**config.mk**
```make
export PLATFORM = sky130hd
export DESIGN_NAME = http_chunked_body_decoder_unit
export DESIGN_NICKNAME = d
export VERILOG_FILES = /design/src/sv/hcbd_pkg.sv /design/src/sv/http_chunked_body_decoder_unit.sv
export SDC_FILE = /design/constraint.sdc
export NUM_CORES = 1
export LEC_CHECK = 0
export CAP_MARGIN = 0
export CORE_UTILIZATION = 55
export CTS_CLUSTER_DIAMETER = 40
export DETAILED_ROUTE_END_ITERATION = 10
export DONT_BUFFER_PORTS = 1
export PLACE_DENSITY = 0.75
export SLEW_MARGIN = 10
export SYNTH_ARGS = -nofsm -noshare
export SYNTH_HDL_FRONTEND = slang
export SYNTH_SLANG_ARGS = --single-unit
```
**constraint.sdc**
```tcl
create_clock -name clk -period 6.48 [get_ports clk]
set_input_delay 1.944 -clock clk [delete_from_list [all_inputs] [get_ports clk]]
set_output_delay 1.944 -clock clk [all_outputs]
set_load 0.1 [all_outputs]
```
**src/sv/hcbd_pkg.sv**
```systemverilog
// ----------------------------------------------------------------------------
// hcbd_pkg
// Shared types and constants of the HTTP chunked body decoder.
// ----------------------------------------------------------------------------
package hcbd_pkg;

	// framing phases
	typedef enum logic [2:0] {
		PH_SIZE    = 3'd0,
		PH_SIZE_LF = 3'd1,
		PH_BODY    = 3'd2,
		PH_BODY_LF = 3'd3,
		PH_DONE    = 3'd4
	} phase_t;

	// sticky error codes
	typedef enum logic [1:0] {
		ERR_NONE  = 2'd0,
		ERR_FRAME = 2'd1,
		ERR_LARGE = 2'd2
	} err_t;

	// configuration register indexes
	localparam logic [1:0] REG_MAX_BODY  = 2'd0;
	localparam logic [1:0] REG_MAX_CHUNK = 2'd1;

	localparam int ACC_W   = 25;
	localparam int LEN_W   = 24;
	localparam int TOTAL_W = 33;

	localparam logic [31:0] MAX_BODY_RST  = 32'd1048576;
	localparam logic [23:0] MAX_CHUNK_RST = 24'd8192;

	localparam logic [ACC_W-1:0]   ACC_MAX   = {ACC_W{1'b1}};
	localparam logic [TOTAL_W-1:0] TOTAL_MAX = {TOTAL_W{1'b1}};

	localparam logic [7:0] CH_CR    = 8'h0D;
	localparam logic [7:0] CH_LF    = 8'h0A;
	localparam logic [7:0] CH_0     = 8'h30;
	localparam logic [7:0] CH_9     = 8'h39;
	localparam logic [7:0] CH_LO_A  = 8'h61;
	localparam logic [7:0] CH_LO_F  = 8'h66;
	localparam logic [7:0] CH_UP_A  = 8'h41;
	localparam logic [7:0] CH_UP_F  = 8'h46;

	// one result of the decoder
	typedef struct packed {
		logic       data_valid;
		logic [7:0] data_byte;
		logic       chunk_done;
		logic       body_done;
		err_t       error_code;
	} result_t;

	// returns {is_hex, nibble}
	function automatic logic [4:0] hex_digit(input logic [7:0] b);
		logic [7:0] d;
		d = 8'd0;
		if (b >= CH_0 && b <= CH_9) begin
			d = b - CH_0;
			return {1'b1, d[3:0]};
		end
		if (b >= CH_LO_A && b <= CH_LO_F) begin
			d = b - CH_LO_A + 8'd10;
			return {1'b1, d[3:0]};
		end
		if (b >= CH_UP_A && b <= CH_UP_F) begin
			d = b - CH_UP_A + 8'd10;
			return {1'b1, d[3:0]};
		end
		return 5'd0;
	endfunction

endpackage

```
**src/sv/http_chunked_body_decoder_unit.sv**
```systemverilog
// ----------------------------------------------------------------------------
// http_chunked_body_decoder_unit
// Decodes an HTTP/1.1 chunked body one byte per request.
// ----------------------------------------------------------------------------
// usage
//   input channel: in_valid / in_stall carry one raw body byte (in_byte) per
//   request; a request is taken when in_valid is high and in_stall is low
//   output channel: out_valid / out_stall carry one result per input byte:
//   data_valid/data_byte for payload, chunk_done on the closing lf of a
//   chunk, body_done on the closing lf of the zero-size chunk, error_code
//   config channel: cfg_valid / cfg_ready, cfg_index 0 is max_body_size,
//   1 is max_chunk_size, other indexes are ignored; cfg_ready is always high
//   result: the result of a byte is registered into the output buffer when
//   the byte is taken; the framing state updates at that same edge
//   throughput: one byte per cycle while in_stall is low; the next-state logic
//   (hex accumulate, payload count, running-total add and compare) is combinational
//   stall: a two-entry output buffer (output register plus skid register)
//   keeps taking bytes while a result waits; in_stall rises only when both
//   entries are full and is a pure register output
//   reset: arst_n low clears the framing state, the sticky error, the
//   buffer and restores the register defaults (1048576 and 8192)
//   errors are sticky until reset; after them each byte answers only the code
// ----------------------------------------------------------------------------
module http_chunked_body_decoder_unit (
	input  logic        clk,
	input  logic        arst_n,
	// byte input
	input  logic        in_valid,
	output logic        in_stall,
	input  logic [7:0]  in_byte,
	// result output
	output logic        out_valid,
	input  logic        out_stall,
	output logic        data_valid,
	output logic [7:0]  data_byte,
	output logic        chunk_done,
	output logic        body_done,
	output logic [1:0]  error_code,
	// configuration writes
	input  logic        cfg_valid,
	output logic        cfg_ready,
	input  logic [1:0]  cfg_index,
	input  logic [31:0] cfg_data
);

	// configuration registers
	logic [31:0]                  max_body_q;
	logic [hcbd_pkg::LEN_W-1:0]   max_chunk_q;

	// framing state
	hcbd_pkg::phase_t             phase_q, phase_d;
	logic [hcbd_pkg::ACC_W-1:0]   accum_q, accum_d;
	logic [hcbd_pkg::LEN_W-1:0]   left_q, left_d;
	logic [hcbd_pkg::LEN_W-1:0]   len_q, len_d;
	logic [hcbd_pkg::TOTAL_W-1:0] total_q, total_d;
	hcbd_pkg::err_t               err_q, err_d;

	// result buffer: output register plus skid entry
	hcbd_pkg::result_t            res_d, out_q, skid_q;
	logic                         out_valid_q, skid_valid_q;

	logic                         accept;
	logic                         out_free;
	logic [4:0]                   hex;
	logic [hcbd_pkg::ACC_W+3:0]   accum_shift;
	logic [hcbd_pkg::TOTAL_W:0]   total_sum;
	logic [hcbd_pkg::TOTAL_W-1:0] total_sat;

	assign cfg_ready = 1'b1;
	assign in_stall  = skid_valid_q;
	assign accept    = in_valid && !skid_valid_q;
	assign out_free  = !out_valid_q || !out_stall;

	// configuration writes
	always_ff @(posedge clk or negedge arst_n) begin
		if (!arst_n) begin
			max_body_q  <= hcbd_pkg::MAX_BODY_RST;
			max_chunk_q <= hcbd_pkg::MAX_CHUNK_RST;
		end else if (cfg_valid) begin
			case (cfg_index)
				hcbd_pkg::REG_MAX_BODY:  max_body_q  <= cfg_data;
				hcbd_pkg::REG_MAX_CHUNK: max_chunk_q <= cfg_data[hcbd_pkg::LEN_W-1:0];
				default: ;
			endcase
		end
	end

	// next framing state and result of the byte on the input
	always_comb begin
		phase_d = phase_q;
		accum_d = accum_q;
		left_d  = left_q;
		len_d   = len_q;
		total_d = total_q;
		err_d   = err_q;
		res_d   = '0;

		hex         = hcbd_pkg::hex_digit(in_byte);
		accum_shift = {accum_q, hex[3:0]};
		// running total of completed chunks, saturating at 33 bits
		total_sum   = {1'b0, total_q} + {{(hcbd_pkg::TOTAL_W+1-hcbd_pkg::LEN_W){1'b0}}, len_q};
		total_sat   = total_sum[hcbd_pkg::TOTAL_W] ? hcbd_pkg::TOTAL_MAX
		                                           : total_sum[hcbd_pkg::TOTAL_W-1:0];

		if (err_q == hcbd_pkg::ERR_NONE) begin
			case (phase_q)
				hcbd_pkg::PH_SIZE: begin
					if (hex[4]) begin
						// saturate once any digit would shift out of the top
						if (accum_q[hcbd_pkg::ACC_W-1 -: 4] != 4'd0)
							accum_d = hcbd_pkg::ACC_MAX;
						else
							accum_d = accum_shift[hcbd_pkg::ACC_W-1:0];
					end else if (in_byte == hcbd_pkg::CH_CR) begin
						// empty size field leaves accum at zero
						if (accum_q > {1'b0, max_chunk_q}) begin
							err_d = hcbd_pkg::ERR_LARGE;
						end else begin
							left_d  = accum_q[hcbd_pkg::LEN_W-1:0];
							len_d   = accum_q[hcbd_pkg::LEN_W-1:0];
							phase_d = hcbd_pkg::PH_SIZE_LF;
						end
					end else begin
						err_d = hcbd_pkg::ERR_FRAME;
					end
				end
				hcbd_pkg::PH_SIZE_LF: begin
					if (in_byte == hcbd_pkg::CH_LF)
						phase_d = hcbd_pkg::PH_BODY;
					else
						err_d = hcbd_pkg::ERR_FRAME;
				end
				hcbd_pkg::PH_BODY: begin
					if (left_q != '0) begin
						res_d.data_valid = 1'b1;
						res_d.data_byte  = in_byte;
						left_d           = left_q - 1'b1;
					end else if (in_byte == hcbd_pkg::CH_CR) begin
						phase_d = hcbd_pkg::PH_BODY_LF;
					end else begin
						err_d = hcbd_pkg::ERR_FRAME;
					end
				end
				hcbd_pkg::PH_BODY_LF: begin
					if (in_byte != hcbd_pkg::CH_LF) begin
						err_d = hcbd_pkg::ERR_FRAME;
					end else begin
						total_d = total_sat;
						if (total_sat > {1'b0, max_body_q}) begin
							err_d = hcbd_pkg::ERR_LARGE;
						end else begin
							res_d.chunk_done = 1'b1;
							if (len_q == '0) begin
								res_d.body_done = 1'b1;
								phase_d         = hcbd_pkg::PH_DONE;
							end else begin
								phase_d = hcbd_pkg::PH_SIZE;
							end
							accum_d = '0;
							left_d  = '0;
							len_d   = '0;
						end
					end
				end
				default: ;  // body finished: bytes ignored
			endcase
		end
		res_d.error_code = err_d;
	end

	// framing state registers, updated per accepted byte
	always_ff @(posedge clk or negedge arst_n) begin
		if (!arst_n) begin
			phase_q <= hcbd_pkg::PH_SIZE;
			accum_q <= '0;
			left_q  <= '0;
			len_q   <= '0;
			total_q <= '0;
			err_q   <= hcbd_pkg::ERR_NONE;
		end else if (accept) begin
			phase_q <= phase_d;
			accum_q <= accum_d;
			left_q  <= left_d;
			len_q   <= len_d;
			total_q <= total_d;
			err_q   <= err_d;
		end
	end

	// result buffer control
	always_ff @(posedge clk or negedge arst_n) begin
		if (!arst_n) begin
			out_valid_q  <= 1'b0;
			skid_valid_q <= 1'b0;
		end else if (out_free) begin
			if (skid_valid_q) begin
				out_valid_q  <= 1'b1;
				skid_valid_q <= accept;
			end else begin
				out_valid_q  <= accept;
			end
		end else if (accept) begin
			skid_valid_q <= 1'b1;
		end
	end

	// result buffer payload
	always_ff @(posedge clk) begin
		if (out_free) begin
			if (skid_valid_q) begin
				out_q <= skid_q;
				if (accept)
					skid_q <= res_d;
			end else if (accept) begin
				out_q <= res_d;
			end
		end else if (accept) begin
			skid_q <= res_d;
		end
	end

	assign out_valid  = out_valid_q;
	assign data_valid = out_q.data_valid;
	assign data_byte  = out_q.data_byte;
	assign chunk_done = out_q.chunk_done;
	assign body_done  = out_q.body_done;
	assign error_code = out_q.error_code;

endmodule

```
==> run summary <==
Async S/R FF share, synth - 86.7%
wire per inst - 19.4 um
CP Capture Type - flop
WP buf/inv - 1
number of max-cap violations - 0
Worst Reg2Reg Path Length in Cells - 17
Initial Utilization - 56.3%
clk_skew - 0.0102 ns
first-pass GRT wire length - 46,000 um
Post-Synthesis Cells - 1,206
CTS tree - built
cell family with most CP delay - compound AO/OA/AOI/OAI gates
Num Clock Sinks - 195
Post-Syn Nets - 1,339
Setup Total Neg Slack - 0 ns
vias in the first global route - 8,581
Final ANT Viol Nets - 0
io pins - 63
# nets final - 1,313
num rows - 52
outcome - complete, no violations
number of cells on the critical path - 17
Worst slew margin - 24.3%
Area Overhead vs Synth - 6.82%
design area - 12,200 sq um
Peak Freq - 0.165 GHz
share of layout cells above drive strength 1 - 8.63%
PortBufs - 0
DR pass1 iterations - 6
initial antenna violation count - 0
highest-delay cell along the critical path - a2111oi_0
clk slew on worst S/H paths - 0.08 ns
Final setup viols - 0
Netlist cell types - 73
crit start category - flop
power density cells - 226 nW/um^2
Crit Path Max Fanout - 17
TritonCTS buffer count - 17
Place WS - 0.628 ns
crit path launch - len_q[8]$_DFFE_PN0P_
gr ovfl total - 0
ANT cells - 0
H-tree levels - 4
final worst setup slack - 0.431 ns
GP Congestion - 0.919
DRT iter0 DRCs - 870
largest net degree at the start of global routing - 170
fin cells - 1,463
CTS Hold Buffers Added - 0
Worst R2R Start - len_q[8]$_DFFE_PN0P_
Clock Tree Buf Depth - 2
Final Max Slew Viols - 0
Total Routed Length - 28,300 um
Cells after DPL - 1,431
die footprint - 21,400 sq um
min cycle time layout - 6.05 ns
RSZ-0062 raised after global routing - no
peak per-stage delay on the critical path - 0.75 ns
crit path cell chain - ha_1 > a21o_1 > a221o_1 > a221oi_2 > buf_4 > nor3_2 > o2111ai_4 > nand2_1 > ha_1 > a211oi_1 > nor2_1 > a2111o_1 > a2111oi_0 > a211o_1 > and4_1 > o21ai_2 > a221o_1
via count - 9,148
placed inst area - 11,600 sq um
post-cts resize count - 0
critical path class - flop to flop
Avg Cell Area, Syn - 9.48 sq um
sequential share of the synthesized area - 43.9%
Synth Register Bits - 195
type of the worst min-delay path - flop to flop
Worst Path Required - 6.82 ns
clock root cell - clkbuf_16
dpl hpwl - 20,400 um
Mapped Area - 11,400 sq um
crit path DAT - 6.39 ns
Hold Violations, Final - 0
leak pwr - 5.62 nW
top_reg_cell synth - dfrtp_1
GRT Util Overall - 27.4%
die height - 146 um
worst r2r dst - left_q[6]$_DFFE_PN0P_
Residual DRC - 0
Core Area - 20,300 sq um
CP endpoint - left_q[6]$_DFFE_PN0P_
fin crit share - 93.3%
Setup Fix Bufs, Post-CTS - 0
reg-to-reg slack, setup - 0.43 ns
worst-margin pin slew - 1.13 ns
chip width - 146 um
Avg Vias per Cell - 6.25
Worst-Skew Late Latency - 0.45 ns
maximum vdd drop - 0.191 mV
synth warn - 0
EDFF count, synth - 26
[state kept, by name, summed over array words and instances, names as in the netlist]
name / flops
total_q: 33
max_body_q: 32
accum_q: 25
left_q: 24
len_q: 24
max_chunk_q: 24
skid_q: 13
data_byte: 8
phase_q: 3
err_q: 2
error_code: 2
body_done: 1
chunk_done: 1
data_valid: 1
in_stall: 1
out_valid: 1
[power by group]
part	switching, mW	internal, mW	total (mW)
Combinational	0.166	0.121	0.286
Sequential	0.0962	1.32	1.42
Clock	0.537	0.512	1.05
[logic make-up (layout without fill, tap and decap cells)]
| logic type | after synthesis | count (layout) | synth area share (%) |
|---|---|---|---|
| flip-flops | 195 | 195 | 43.9 |
| XOR/XNOR | 24 | 24 | 1.84 |
| adder cells (fa/ha/maj) | 86 | 86 | 9.48 |
| AO/OA/AOI/OAI | 359 | 359 | 20.6 |
| other | 1 | 1 | 0.0328 |
| AND/OR/NAND/NOR | 344 | 344 | 14.6 |
| buffers and inverters | 153 | 140 | 5.30 |
| multiplexers | 44 | 44 | 4.30 |
[worst register-to-register path, stage by stage, from the launching register on]
cell and delay, ns:
dfrtp_1 0.41, ha_1 0.36, a21o_1 0.23, a221o_1 0.37, a221oi_2 0.27, buf_4 0.18, nor3_2 0.06, o2111ai_4 0.43
nand2_1 0.16, ha_1 0.35, a211oi_1 0.28, nor2_1 0.09, a2111o_1 0.44, a2111oi_0 0.75, a211o_1 0.43, and4_1 0.39
o21ai_2 0.28, a221o_1 0.45
[cells in the final DEF (no fill, tap or decap), types with 7 or more instances in the layout]
cell type  instances
dfrtp_1          167
nand2_1          123
o21ai_0          112
inv_1             99
ha_1              85
nor2_1            68
a21oi_1           61
mux2_2            41
nand3_1           28
a31oi_1           27
edfxtp_1          26
a22o_1            25
nand4_1           23
a21o_1            20
nor3_1            19
clkbuf_16         17
a211oi_1          14
xnor2_1           14
o211ai_1          13
nand2b_1          12
and2_1            12
nor4_1            11
xor2_1            10
buf_4              9
o22ai_1            8
a221o_1            7
a22oi_1            7
inv_6              7
[per-stage QoR]
stage,hold slack [ns],total power [mW],util (%)
finish,0.489,2.76,60.1
global route,0.514,2.86,60.1
CTS,0.489,2.76,60.1
detailed placement,0.472,1.73,57.3
global placement,0.465,1.71,57.3
floorplan,0.450,1.64,-
[Yosys cell counts (4+ instances only)]
| cell type | number | area (sq um) |
|---|---|---|
| a31oi_1 | 27 | 169 |
| nor2_1 | 70 | 263 |
| o2bb2ai_1 | 6 | 52.6 |
| xnor2_1 | 14 | 123 |
| inv_1 | 99 | 372 |
| o21a_1 | 6 | 45.0 |
| nand2b_1 | 12 | 75.1 |
| and3_1 | 6 | 37.5 |
| nand4_1 | 23 | 144 |
| a21o_1 | 20 | 150 |
| a22o_1 | 25 | 219 |
| nand2_1 | 123 | 462 |
| or3_1 | 6 | 37.5 |
| dfrtp_1 | 167 | 4180 |
| a221o_1 | 7 | 70.1 |
| nor4_1 | 11 | 68.8 |
| edfxtp_1 | 26 | 781 |
| or2_2 | 6 | 37.5 |
| clkbuf_1 | 44 | 165 |
| a211o_1 | 4 | 35.0 |
| o22ai_1 | 8 | 50.1 |
| o31ai_1 | 6 | 45.0 |
| a211oi_1 | 14 | 105 |
| o21bai_1 | 4 | 30.0 |
| nor3b_1 | 7 | 52.6 |
| nor3_1 | 19 | 95.1 |
| a21oi_1 | 62 | 310 |
| a32oi_1 | 5 | 43.8 |
| nor2b_1 | 6 | 37.5 |
| xor2_1 | 10 | 87.6 |
| o32ai_1 | 4 | 35.0 |
| and2_1 | 12 | 75.1 |
| ha_1 | 85 | 1060 |
| buf_2 | 4 | 20.0 |
| o211ai_1 | 13 | 97.6 |
| o21ai_0 | 112 | 561 |
| nand3_1 | 28 | 140 |
| mux2_2 | 41 | 462 |
| a22oi_1 | 7 | 52.6 |
[layer usage]
layer,vias up,track usage [%],share of wire [%]
li1,4333,-,-
met1,4439,38.5,45
met2,332,43.1,47
met3,44,4.97,5.8
met4,0,8.44,2.3
met5,-,0,0
[worst min-delay path by stage]
stage | startpoint | to | cells past startpoint
after floorplan | total_q[8]$_DFFE_PN0P_ | total_q[8]$_DFFE_PN0P_ | 2
after global routing | total_q[8]$_DFFE_PN0P_ | total_q[8]$_DFFE_PN0P_ | 2
final | total_q[8]$_DFFE_PN0P_ | total_q[8]$_DFFE_PN0P_ | 2
after detailed placement | total_q[8]$_DFFE_PN0P_ | total_q[8]$_DFFE_PN0P_ | 2
after global placement | total_q[8]$_DFFE_PN0P_ | total_q[8]$_DFFE_PN0P_ | 2
after CTS | total_q[8]$_DFFE_PN0P_ | total_q[8]$_DFFE_PN0P_ | 2
[cell type report]
type                       count  area [sq um]
clock buffer                  17           425
sequential                   195          5010
inverter                      99           372
clock inverter                15           141
fill                        1756          8090
multi-input combinational    858          5850
timing repair buffer           9          67.6
tap                          270           338
(Power assumes the default switching activity.)
